## src/rtl/core/psbm_pkg.sv

```systemverilog
// psbm_pkg: shared types and constants for the pair selection bit matrix.
// Holds the item structs, op codes, microcode step names and control word.
// No dependencies.
`default_nettype none

package psbm_pkg;

	localparam int CFG_IDX_W = 2;
	localparam int CFG_DATA_W = 7;

	localparam logic [CFG_IDX_W-1:0] CFG_STATION_COUNT = 2'd0;
	localparam logic [CFG_IDX_W-1:0] CFG_FILL_VALUE    = 2'd1;

	localparam logic [CFG_DATA_W-1:0] STATION_COUNT_RST = 7'd64;

	typedef enum logic [2:0] {
		OP_INIT       = 3'd0,
		OP_SEL_STN    = 3'd1,
		OP_SEL_PAIR   = 3'd2,
		OP_DESEL_STN  = 3'd3,
		OP_DESEL_PAIR = 3'd4,
		OP_QRY_PAIR   = 3'd5,
		OP_QRY_STN    = 3'd6,
		OP_NOP        = 3'd7
	} op_t;

	typedef struct packed {
		logic [2:0] op;
		logic [5:0] first_station;
		logic [5:0] second_station;
	} in_item_t;

	typedef struct packed {
		logic selected;
		logic index_error;
	} out_item_t;

	// microcode step addresses
	typedef enum logic [4:0] {
		S_IDLE,
		S_ERR,
		S_INIT,
		S_PSET_RD,
		S_PSET_WR,
		S_PCLR_RD,
		S_PCLR_WR,
		S_PQ_RD,
		S_PQ_OUT,
		S_SSET_RD,
		S_SSET_WR,
		S_SCLR_RD,
		S_SCLR_WR,
		S_STQ_CHK,
		S_REB_RD,
		S_REB_ACC,
		S_REB_FIN,
		S_STQ_OUT
	} step_t;

	typedef enum logic [1:0] {
		EMIT_NONE,
		EMIT_ERR,
		EMIT_PAIR,
		EMIT_STN
	} emit_t;

	typedef enum logic [1:0] {
		COND_NEVER,
		COND_MORE,
		COND_FRESH
	} cond_t;

	// datapath control, one per microcode step
	typedef struct packed {
		logic  rd_en;
		logic  addr_cnt;
		logic  wr_en;
		logic  wr_sweep;
		logic  wr_val;
		logic  stn_pair;
		logic  stn_one;
		logic  do_init;
		logic  acc_clr;
		logic  reb_acc;
		logic  reb_fin;
		logic  set_stale;
		logic  cnt_inc;
		emit_t emit;
	} ctl_t;

	typedef struct packed {
		ctl_t  ctl;
		cond_t cond;
		step_t jmp;
		step_t nxt;
	} uword_t;

	// datapath status back to the sequencer
	typedef struct packed {
		logic bad;
		logic stale;
		logic more;
	} stat_t;

endpackage

`default_nettype wire

```

## src/rtl/core/psbm_ram.sv

```systemverilog
// psbm_ram: generic single write port, single read port RAM, registered read.
// No dependencies.
`default_nettype none

module psbm_ram #(
	parameter int WIDTH = 64,
	parameter int DEPTH = 64
) (
	input  wire logic                     clk,
	input  wire logic                     we,
	input  wire logic [$clog2(DEPTH)-1:0] waddr,
	input  wire logic [WIDTH-1:0]         wdata,
	input  wire logic                     re,
	input  wire logic [$clog2(DEPTH)-1:0] raddr,
	output logic      [WIDTH-1:0]         rdata
);

	logic [WIDTH-1:0] mem [DEPTH];

	always_ff @(posedge clk) begin
		if (we) begin
			mem[waddr] <= wdata;
		end
		if (re) begin
			rdata <= mem[raddr];
		end
	end

endmodule

`default_nettype wire

```

## src/rtl/core/psbm_seq.sv

```systemverilog
// psbm_seq: microcode sequencer; step register, control ROM and op dispatch.
// Depends on psbm_pkg.
`default_nettype none

module psbm_seq (
	input  wire logic            clk,
	input  wire logic            arst_n,
	input  wire logic            accept,
	input  wire psbm_pkg::op_t   op,
	input  wire psbm_pkg::stat_t stat,
	output psbm_pkg::ctl_t       ctl,
	output logic                 busy
);

	import psbm_pkg::*;

	step_t  upc_q;
	step_t  upc_d;
	uword_t w;
	logic   take;

	function automatic uword_t rom(input step_t s);
		uword_t u;
		u = '0;
		u.nxt = S_IDLE;
		u.jmp = S_IDLE;
		u.cond = COND_NEVER;
		unique case (s)
			S_IDLE: begin
			end
			S_ERR: begin
				u.ctl.emit = EMIT_ERR;
			end
			S_INIT: begin
				u.ctl.do_init = 1'b1;
			end
			S_PSET_RD: begin
				u.ctl.rd_en = 1'b1;
				u.nxt = S_PSET_WR;
			end
			S_PSET_WR: begin
				u.ctl.wr_en = 1'b1;
				u.ctl.wr_val = 1'b1;
				u.ctl.stn_pair = 1'b1;
			end
			S_PCLR_RD: begin
				u.ctl.rd_en = 1'b1;
				u.nxt = S_PCLR_WR;
			end
			S_PCLR_WR: begin
				u.ctl.wr_en = 1'b1;
				u.ctl.set_stale = 1'b1;
			end
			S_PQ_RD: begin
				u.ctl.rd_en = 1'b1;
				u.nxt = S_PQ_OUT;
			end
			S_PQ_OUT: begin
				u.ctl.emit = EMIT_PAIR;
			end
			S_SSET_RD: begin
				u.ctl.rd_en = 1'b1;
				u.ctl.addr_cnt = 1'b1;
				u.nxt = S_SSET_WR;
			end
			S_SSET_WR: begin
				u.ctl.wr_en = 1'b1;
				u.ctl.addr_cnt = 1'b1;
				u.ctl.wr_sweep = 1'b1;
				u.ctl.wr_val = 1'b1;
				u.ctl.stn_one = 1'b1;
				u.ctl.cnt_inc = 1'b1;
				u.cond = COND_MORE;
				u.jmp = S_SSET_RD;
			end
			S_SCLR_RD: begin
				u.ctl.rd_en = 1'b1;
				u.ctl.addr_cnt = 1'b1;
				u.nxt = S_SCLR_WR;
			end
			S_SCLR_WR: begin
				u.ctl.wr_en = 1'b1;
				u.ctl.addr_cnt = 1'b1;
				u.ctl.wr_sweep = 1'b1;
				u.ctl.stn_one = 1'b1;
				u.ctl.cnt_inc = 1'b1;
				u.cond = COND_MORE;
				u.jmp = S_SCLR_RD;
			end
			S_STQ_CHK: begin
				u.ctl.acc_clr = 1'b1;
				u.cond = COND_FRESH;
				u.jmp = S_STQ_OUT;
				u.nxt = S_REB_RD;
			end
			S_REB_RD: begin
				u.ctl.rd_en = 1'b1;
				u.ctl.addr_cnt = 1'b1;
				u.nxt = S_REB_ACC;
			end
			S_REB_ACC: begin
				u.ctl.reb_acc = 1'b1;
				u.ctl.cnt_inc = 1'b1;
				u.cond = COND_MORE;
				u.jmp = S_REB_RD;
				u.nxt = S_REB_FIN;
			end
			S_REB_FIN: begin
				u.ctl.reb_fin = 1'b1;
				u.nxt = S_STQ_OUT;
			end
			S_STQ_OUT: begin
				u.ctl.emit = EMIT_STN;
			end
			default: begin
			end
		endcase
		return u;
	endfunction

	function automatic step_t dispatch(input op_t o, input logic bad);
		step_t s;
		s = S_IDLE;
		if (o == OP_INIT) begin
			s = S_INIT;
		end else if (o != OP_NOP && bad) begin
			s = S_ERR;
		end else begin
			unique case (o)
				OP_SEL_STN:    s = S_SSET_RD;
				OP_SEL_PAIR:   s = S_PSET_RD;
				OP_DESEL_STN:  s = S_SCLR_RD;
				OP_DESEL_PAIR: s = S_PCLR_RD;
				OP_QRY_PAIR:   s = S_PQ_RD;
				OP_QRY_STN:    s = S_STQ_CHK;
				default:       s = S_IDLE;
			endcase
		end
		return s;
	endfunction

	always_ff @(posedge clk or negedge arst_n) begin
		if (!arst_n) begin
			upc_q <= S_IDLE;
		end else begin
			upc_q <= upc_d;
		end
	end

	always_comb begin
		w = rom(upc_q);
		ctl = w.ctl;
		busy = (upc_q != S_IDLE);
		unique case (w.cond)
			COND_MORE:  take = stat.more;
			COND_FRESH: take = !stat.stale;
			default:    take = 1'b0;
		endcase
		if (upc_q == S_IDLE) begin
			upc_d = accept ? dispatch(op, stat.bad) : S_IDLE;
		end else begin
			upc_d = take ? w.jmp : w.nxt;
		end
	end

endmodule

`default_nettype wire

```

## src/rtl/core/psbm_datapath.sv

```systemverilog
// psbm_datapath: row memory with row valid bits, station vector, stale flag,
// loop counter, rebuild accumulator and range check.
// Depends on psbm_pkg and psbm_ram.
`default_nettype none

module psbm_datapath #(
	parameter int MAX_STATIONS = 64
) (
	input  wire logic                clk,
	input  wire logic                arst_n,
	input  wire logic                accept,
	input  wire psbm_pkg::in_item_t  item,
	input  wire logic [6:0]          station_count,
	input  wire logic                fill_value,
	input  wire psbm_pkg::ctl_t      ctl,
	output psbm_pkg::stat_t          stat,
	output logic                     res_valid,
	output psbm_pkg::out_item_t      res
);

	import psbm_pkg::*;

	localparam int AW = $clog2(MAX_STATIONS);
	localparam int NW = $clog2(MAX_STATIONS + 1);
	localparam int CW = (NW > 7) ? NW : 7;

	logic [NW-1:0]           n;
	logic [MAX_STATIONS-1:0] nmask;
	logic                    pair_op;
	op_t                     in_op;

	logic [5:0]              a_q;
	logic [5:0]              b_q;
	logic [NW-1:0]           cnt_q;
	logic                    fill_q;
	logic                    stale_q;
	logic [MAX_STATIONS-1:0] vld_q;
	logic [MAX_STATIONS-1:0] stn_q;
	logic [MAX_STATIONS-1:0] acc_q;
	logic                    rvld_s1;

	logic [AW-1:0]           ra;
	logic [AW-1:0]           rb;
	logic [AW-1:0]           rc;
	logic [AW-1:0]           addr;
	logic [MAX_STATIONS-1:0] rdata;
	logic [MAX_STATIONS-1:0] row;
	logic [MAX_STATIONS-1:0] row_m;
	logic [MAX_STATIONS-1:0] wdata;

	// effective side length: min(station_count, MAX_STATIONS)
	always_comb begin
		if (CW'(station_count) < CW'(MAX_STATIONS)) begin
			n = NW'(station_count);
		end else begin
			n = NW'(MAX_STATIONS);
		end
		for (int i = 0; i < MAX_STATIONS; i++) begin
			nmask[i] = (CW'(i) < CW'(n));
		end
	end

	always_comb begin
		in_op = op_t'(item.op);
		pair_op = (in_op == OP_SEL_PAIR) || (in_op == OP_DESEL_PAIR) ||
			(in_op == OP_QRY_PAIR);
		stat.bad = (CW'(item.first_station) >= CW'(n)) ||
			(pair_op && (CW'(item.second_station) >= CW'(n)));
		stat.stale = stale_q;
		stat.more = ((cnt_q + NW'(1)) != n);
	end

	assign ra = AW'(a_q);
	assign rb = AW'(b_q);
	assign rc = AW'(cnt_q);
	assign addr = ctl.addr_cnt ? rc : ra;

	psbm_ram #(
		.WIDTH (MAX_STATIONS),
		.DEPTH (MAX_STATIONS)
	) u_ram (
		.clk   (clk),
		.we    (ctl.wr_en),
		.waddr (addr),
		.wdata (wdata),
		.re    (ctl.rd_en),
		.raddr (addr),
		.rdata (rdata)
	);

	// rows never written since init read as the fill value
	assign row = rvld_s1 ? rdata : {MAX_STATIONS{fill_q}};
	assign row_m = row & nmask;

	always_comb begin
		wdata = row;
		if (ctl.wr_sweep) begin
			if (rc == ra) begin
				wdata = ctl.wr_val ? (wdata | nmask) : (wdata & ~nmask);
			end
			wdata[ra] = ctl.wr_val;
		end else begin
			wdata[rb] = ctl.wr_val;
		end
	end

	always_ff @(posedge clk) begin
		if (accept) begin
			a_q <= item.first_station;
			b_q <= item.second_station;
		end
		if (ctl.rd_en) begin
			rvld_s1 <= vld_q[addr];
		end
		if (ctl.acc_clr) begin
			acc_q <= '0;
		end else if (ctl.reb_acc) begin
			acc_q <= acc_q | row_m;
		end
	end

	always_ff @(posedge clk or negedge arst_n) begin
		if (!arst_n) begin
			cnt_q <= '0;
			fill_q <= 1'b0;
			stale_q <= 1'b0;
			vld_q <= '0;
			stn_q <= '0;
		end else begin
			if (accept) begin
				cnt_q <= '0;
			end else if (ctl.cnt_inc) begin
				cnt_q <= cnt_q + NW'(1);
			end
			if (ctl.do_init) begin
				fill_q <= fill_value;
				stale_q <= 1'b0;
				vld_q <= '0;
				stn_q <= {MAX_STATIONS{fill_value}};
			end else begin
				if (ctl.wr_en) begin
					vld_q[addr] <= 1'b1;
				end
				if (ctl.set_stale) begin
					stale_q <= 1'b1;
				end else if (ctl.reb_fin) begin
					stale_q <= 1'b0;
				end
				if (ctl.stn_pair) begin
					stn_q <= stn_q | (MAX_STATIONS'(1) << ra) |
						(MAX_STATIONS'(1) << rb);
				end else if (ctl.stn_one) begin
					stn_q[ra] <= ctl.wr_val;
				end else if (ctl.reb_acc) begin
					stn_q[rc] <= |row_m;
				end else if (ctl.reb_fin) begin
					stn_q <= (stn_q | acc_q) & nmask;
				end
			end
		end
	end

	always_comb begin
		res_valid = (ctl.emit != EMIT_NONE);
		res.index_error = 1'b0;
		res.selected = 1'b0;
		case (ctl.emit)
			EMIT_ERR:  res.index_error = 1'b1;
			EMIT_PAIR: res.selected = row[rb];
			EMIT_STN:  res.selected = stn_q[ra];
			default:   res.selected = 1'b0;
		endcase
	end

endmodule

`default_nettype wire

```

## src/rtl/core/pair_selection_bit_matrix_top.sv

```systemverilog
// Pair selection bit matrix: top level with configuration registers and
// result register. Depends on psbm_pkg, psbm_seq, psbm_datapath.
//
// Usage: an op is taken on a rising edge with start high and busy low. The
// matrix lives in a row-wide RAM (one row per station); each op runs as a
// short microcode program, busy stays high while it runs.
// Station select/deselect makes a pass over all n = min(station_count,
// MAX_STATIONS) rows; a station query is answered from the station vector
// when fresh and makes a rebuild pass over the rows when it is stale.
// Op code seven is taken and dropped without raising busy.
// Every row and column pass does a read then a write or accumulate per row,
// as each write or accumulate uses the row from the registered RAM read.
// A result appears on result for one cycle with result_valid, in the cycle
// after the last busy cycle; the receiver cannot stall it.
// Configuration beats on cfg_valid/cfg_ready are always taken; write them
// only while idle. Reset clears the matrix (row valid bits, no clearing
// pass), the station vector and stale flag, sets station_count to 64 and
// fill_value to 0.
`default_nettype none

module pair_selection_bit_matrix_top #(
	parameter int MAX_STATIONS = 64
) (
	input  wire logic                                clk,
	input  wire logic                                arst_n,
	input  wire logic                                start,
	input  wire psbm_pkg::in_item_t                  item,
	output logic                                     busy,
	output logic                                     result_valid,
	output psbm_pkg::out_item_t                      result,
	input  wire logic                                cfg_valid,
	output logic                                     cfg_ready,
	input  wire logic [psbm_pkg::CFG_IDX_W-1:0]      cfg_index,
	input  wire logic [psbm_pkg::CFG_DATA_W-1:0]     cfg_data
);

	import psbm_pkg::*;

	logic                  accept;
	logic [CFG_DATA_W-1:0] station_count_q;
	logic                  fill_value_q;
	ctl_t                  ctl;
	stat_t                 stat;
	logic                  res_valid;
	out_item_t             res;

	assign cfg_ready = 1'b1;
	assign accept = start && !busy;

	always_ff @(posedge clk or negedge arst_n) begin
		if (!arst_n) begin
			station_count_q <= STATION_COUNT_RST;
			fill_value_q <= 1'b0;
		end else if (cfg_valid && cfg_ready) begin
			case (cfg_index)
				CFG_STATION_COUNT: station_count_q <= cfg_data;
				CFG_FILL_VALUE:    fill_value_q <= cfg_data[0];
				default:           fill_value_q <= fill_value_q;
			endcase
		end
	end

	psbm_seq u_seq (
		.clk    (clk),
		.arst_n (arst_n),
		.accept (accept),
		.op     (op_t'(item.op)),
		.stat   (stat),
		.ctl    (ctl),
		.busy   (busy)
	);

	psbm_datapath #(
		.MAX_STATIONS (MAX_STATIONS)
	) u_dp (
		.clk           (clk),
		.arst_n        (arst_n),
		.accept        (accept),
		.item          (item),
		.station_count (station_count_q),
		.fill_value    (fill_value_q),
		.ctl           (ctl),
		.stat          (stat),
		.res_valid     (res_valid),
		.res           (res)
	);

	always_ff @(posedge clk or negedge arst_n) begin
		if (!arst_n) begin
			result_valid <= 1'b0;
		end else begin
			result_valid <= res_valid;
		end
	end

	always_ff @(posedge clk) begin
		result <= res;
	end

endmodule

`default_nettype wire

```

## config.mk

```make
export PLATFORM = sky130hd
export DESIGN_NAME = pair_selection_bit_matrix_top
export DESIGN_NICKNAME = d
export VERILOG_FILES = /design/src/rtl/core/psbm_pkg.sv /design/src/rtl/core/psbm_ram.sv /design/src/rtl/core/psbm_seq.sv /design/src/rtl/core/psbm_datapath.sv /design/src/rtl/core/pair_selection_bit_matrix_top.sv
export SDC_FILE = /design/constraint.sdc
export NUM_CORES = 2
export LEC_CHECK = 0
export BUFFER_PORTS_ARGS = -buffer_cell sky130_fd_sc_hd__buf_2
export CORE_MARGIN = 3
export CORE_UTILIZATION = 45
export DETAILED_ROUTE_END_ITERATION = 10
export GPL_TIMING_DRIVEN = 1
export PLACE_DENSITY = 0.65
export SYNTH_ARGS = -nofsm -noshare
export SYNTH_HDL_FRONTEND = slang
export SYNTH_SLANG_ARGS = --single-unit
```

## constraint.sdc

```tcl
create_clock -name clk -period 12 [get_ports clk]
set_clock_uncertainty 0.1 [all_clocks]
set_input_delay 0 -clock clk [delete_from_list [all_inputs] [get_ports clk]]
set_output_delay 0 -clock clk [all_outputs]
set_load 0.005 [all_outputs]
```

==> out/summary.log <==
INFO  layout         seq_area=130000um2
INFO  synthesis      synth-edff-count=4173
INFO  synthesis      avgSynthCellArea=16.6um2
INFO  timing         achievable-frequency=156MHz
INFO  synthesis      area_share_of_the_leading_cell_type_in_the_synthesized_netlist=74.2%
INFO  layout         layout.nets=10400
INFO  synthesis      synthDominantAreaCellType=sky130_fd_sc_hd__edfxtp_1
INFO  floorplan      boundaryPins=33
INFO  route          drt_wl_total=632000um
INFO  floorplan      num_rows=224
INFO  placement      dp.final_hpwl=347000um
INFO  layout         final-instance-count-excl-fill=15700
INFO  synthesis      ys_types=97
INFO  clock_tree     cts_htree_levels=5
INFO  placement      port_buffers=31
INFO  synthesis      postSynthCellCount=10200
INFO  route          ant_nets=0
INFO  power_and_ir_drop peakVddDrop=204uV
INFO  outcome        run_status=completed
INFO  clock_tree     numCtsBuffers=423
INFO  floorplan      initial_core_util=45.3%
INFO  clock_tree     ctsLongestPathBuffers=4
INFO  power_and_ir_drop netSwitchingPower=12.2mW
INFO  floorplan      die_height=618um
INFO  timing         fin_crit=6410ps
INFO  global_routing number_of_global_route_vias_before_repair=103000
INFO  clock_tree     clk_pin_slew_worst_paths=60ps
INFO  hold_path      whs_path_depth=6
INFO  route          detail_route.wl_per_cell=40.1um
INFO  synthesis      synth_nets=10200
INFO  synthesis      post_synth_main_area_contributors=sky130_fd_sc_hd__edfxtp_1 74%, sky130_fd_sc_hd__a22oi_1 6.5%, sky130_fd_sc_hd__dfrtp_1 2.2%, sky130_fd_sc_hd__a21oi_1 1.1%, sky130_fd_sc_hd__a31oi_1 1.1%
INFO  synthesis      proportion_of_synthesized_chip_area_in_sequential_cells=77.3%
INFO  global_routing overflow=0
INFO  route          via_count=111000
INFO  power_and_ir_drop switching_share=30.6%
INFO  placement      place_inst=14900
INFO  timing         report.final.hold_viol_count=0
INFO  layout         multi_input_comb_area=36200um2
INFO  synthesis      yosys.cell_count.top_type=sky130_fd_sc_hd__edfxtp_1
INFO  route          remaining_drc_errors=0
INFO  timing         post-route-period-util=53.4%
INFO  timing         setup-violations-final=0
INFO  synthesis      syn_area=169000um2
INFO  worst_setup_path worst_setup_path_end_kind=flip-flop
INFO  power_and_ir_drop pwr-share-comb=19.9%
INFO  layout         drive_gt1_share=13.3%
INFO  worst_setup_path worstRegToRegCells=6
INFO  power_and_ir_drop powerDensity=209nW/um2
INFO  worst_setup_path worst-endpoint-arrival=6920ps
INFO  worst_setup_path worstPathMaxFanout=34
INFO  global_routing antenna_violations_before_repair=38
INFO  timing         maxSlewViolCount=0
INFO  timing         fin_setup_tns=0ps
INFO  layout         fill_cells=29800
INFO  timing         fin_worst_hold_slack=88.6ps
INFO  power_and_ir_drop proportion_of_power_drawn_by_flip_flops_and_latches=47.4%
INFO  global_routing grtUsageTotal=32.1%
INFO  global_routing grt_start_max_net_pins=121
INFO  clock_tree     cts_sinks=4390
INFO  synthesis      postSynthRegisterBits=4390
INFO  synthesis      yosys-top-cells-count=4173 x sky130_fd_sc_hd__edfxtp_1, 1464 x sky130_fd_sc_hd__a22oi_1, 403 x sky130_fd_sc_hd__nor2_1
INFO  worst_setup_path timing.critical_path.from_type=flip-flop
INFO  synthesis      synth-main-ff-cell=sky130_fd_sc_hd__edfxtp_1
INFO  worst_setup_path criticalPathCategory=reg -> reg
INFO  power_and_ir_drop power_report.internal_total=27.7mW
INFO  timing         relSlewSlack=3.80%
INFO  power_and_ir_drop cellLeakagePower=59.1nW
INFO  floorplan      die_width=618um
INFO  layout         fin_util=51.2%
INFO  timing         rsz_0062_raised_after_global_routing=no
INFO  layout         area_growth_syn_to_layout=13.0%
INFO  floorplan      die_outline_area=382000um2
INFO  floorplan      core-area=373000um2
INFO  synthesis      async_flop_share=3.44%
INFO  worst_setup_path cp_data_required_time=12510ps
INFO  job            cap_viol_max_count=0
INFO  clock_tree     post_cts_buffers=0
INFO  route          drt_iter0_markers=22300
INFO  power_and_ir_drop clockPowerShare=32.7%
INFO  route          vias_per_cell=7.03
INFO  placement      gp_routability_congestion=0.974
INFO  clock_tree     cts_tree=built
INFO  synthesis      yosys_warnings=0
INFO  route          dr.pass1.iters=8
INFO  global_routing grt_pass1_wl=858000um
INFO  clock_tree     cts_root_buffer=sky130_fd_sc_hd__clkbuf_16
INFO  clock_tree     worst_skew_pair.late_latency=1020ps
INFO  timing         max_slew.worst_pin.slew=1420ps
INFO  hold_path      hold_path_class=in -> reg
-- path summary, 6_finish.rpt --
check	slack, ps	startpoint	end
worst min register to register	360	u_dp.acc_q[30]$_SDFFE_PP0P_	u_dp.acc_q[30]$_SDFFE_PP0P_
worst min-delay path	90	start	u_seq.upc_q[0]$_DFF_PN0_
max in group asynchronous	10850	arst_n	u_dp.vld_q[34]$_DFFE_PN0P_
min in group asynchronous	120	arst_n	u_dp.stn_q[61]$_DFFE_PN0P_
worst max-delay path	5590	u_dp.a_q[5]$_DFFE_PP_	u_dp.u_ram.mem[40][4]$_DFFE_PP_
worst max register to register	5590	u_dp.a_q[5]$_DFFE_PP_	u_dp.u_ram.mem[40][4]$_DFFE_PP_
-- worst max-delay path: stages, from the launching register on --
cell and delay [ps]:
sky130_fd_sc_hd__edfxtp_1 1170, sky130_fd_sc_hd__nand2_1 780, sky130_fd_sc_hd__mux2i_1 910, sky130_fd_sc_hd__nand2_4 590, sky130_fd_sc_hd__nor2_4 720, sky130_fd_sc_hd__buf_4 650
sky130_fd_sc_hd__buf_4 800
-- cell usage in the layout, fill, tap and decap left out, types with 75 or more instances in the layout --
cell type	n
sky130_fd_sc_hd__edfxtp_1	4173
sky130_fd_sc_hd__a22oi_1	1462
sky130_fd_sc_hd__clkbuf_16	426
sky130_fd_sc_hd__buf_4	400
sky130_fd_sc_hd__nand2_1	374
sky130_fd_sc_hd__a21oi_1	362
sky130_fd_sc_hd__nor2_1	327
sky130_fd_sc_hd__a31oi_1	296
sky130_fd_sc_hd__o21ai_0	244
sky130_fd_sc_hd__a41oi_1	177
sky130_fd_sc_hd__a221oi_1	157
sky130_fd_sc_hd__a22o_1	155
sky130_fd_sc_hd__mux2i_1	149
sky130_fd_sc_hd__dfrtp_1	148
sky130_fd_sc_hd__mux2_2	123
sky130_fd_sc_hd__nand3_1	102
sky130_fd_sc_hd__a222oi_1	101
sky130_fd_sc_hd__clkbuf_1	100
sky130_fd_sc_hd__nand4_1	87
sky130_fd_sc_hd__nor4_1	87
sky130_fd_sc_hd__clkinv_1	83
sky130_fd_sc_hd__nor3_1	82
sky130_fd_sc_hd__clkinv_2	80
sky130_fd_sc_hd__o21a_1	75
-- stage by stage --
| step | area [um2] | setup slack [ps] | power [mW] |
|---|---|---|---|
| floorplan | 169000 | 3030 | 23.2 |
| global placement | 177000 | 5810 | 26.7 |
| detailed placement | 177000 | 5670 | 26.8 |
| CTS | 191000 | 5590 | 39.6 |
| global route | 191000 | 5420 | 40.7 |
| finish | 191000 | 5590 | 39.9 |
-- flip-flops by register name, summed over array words and instances, names as in the netlist, 2 cells and up --
name / count
u_dp.acc_q: 64
u_dp.a_q: 6
u_dp.vld_q: 64
station_count_q: 7
result: 2
u_dp.stn_q: 64
u_dp.u_ram.mem: 4096
u_dp.b_q: 6
u_seq.upc_q: 5
u_dp.cnt_q: 7
u_dp.u_ram.rdata: 64
-- cells by family (layout without fill, tap and decap cells) --
group / count (synthesis) / in the layout / synth area share, %
fa+ha+maj: 13 / 13 / 0.0934
other cells: 1 / 21 / 0.00222
buf+inv: 764 / 1314 / 2.11
compound gates: 3349 / 3349 / 14.4
flops: 4390 / 4390 / 77.3
simple gates: 1335 / 1335 / 3.72
mux: 329 / 329 / 2.26
xor+xnor: 17 / 17 / 0.105
-- power by group through the flow --
stage / Combinational (mW) / Sequential (mW) / Clock, mW
after detailed placement: 7.61 / 19.2 / 0
after floorplan: 4.10 / 19.1 / 0
after global routing: 8.12 / 18.9 / 13.7
final: 7.93 / 18.9 / 13.0
after CTS: 7.65 / 18.9 / 13.1
after global placement: 7.48 / 19.2 / 0
-- metal layers --
layer  vias to the layer above  wire [um]  global-route usage, %
met4                        12      39900                   17.5
met1                     56400     227000                   43.6
li1                      42800          -                      -
met5                         -         70                 0.0250
met2                      9813     274000                   47.1
met3                      1648      90400                   8.86
-- timing repair --
item,CTS,global route
hold endpoints to repair,187,0
hold buffers,68,0
gates resized for setup,0,0
endpoints found under the setup margin,0,0
-- layout make-up --
class	instances	share of cell area, %
clock buffer	534	5.84
timing repair buffer	523	2.28
clock inverter	237	1.16
antenna	20	0.0262
multi-input combinational	5044	19.0
tap	4972	3.26
inverter	20	0.0394
sequential	4390	68.4
Note: power is estimated with default switching activity, not from simulation.
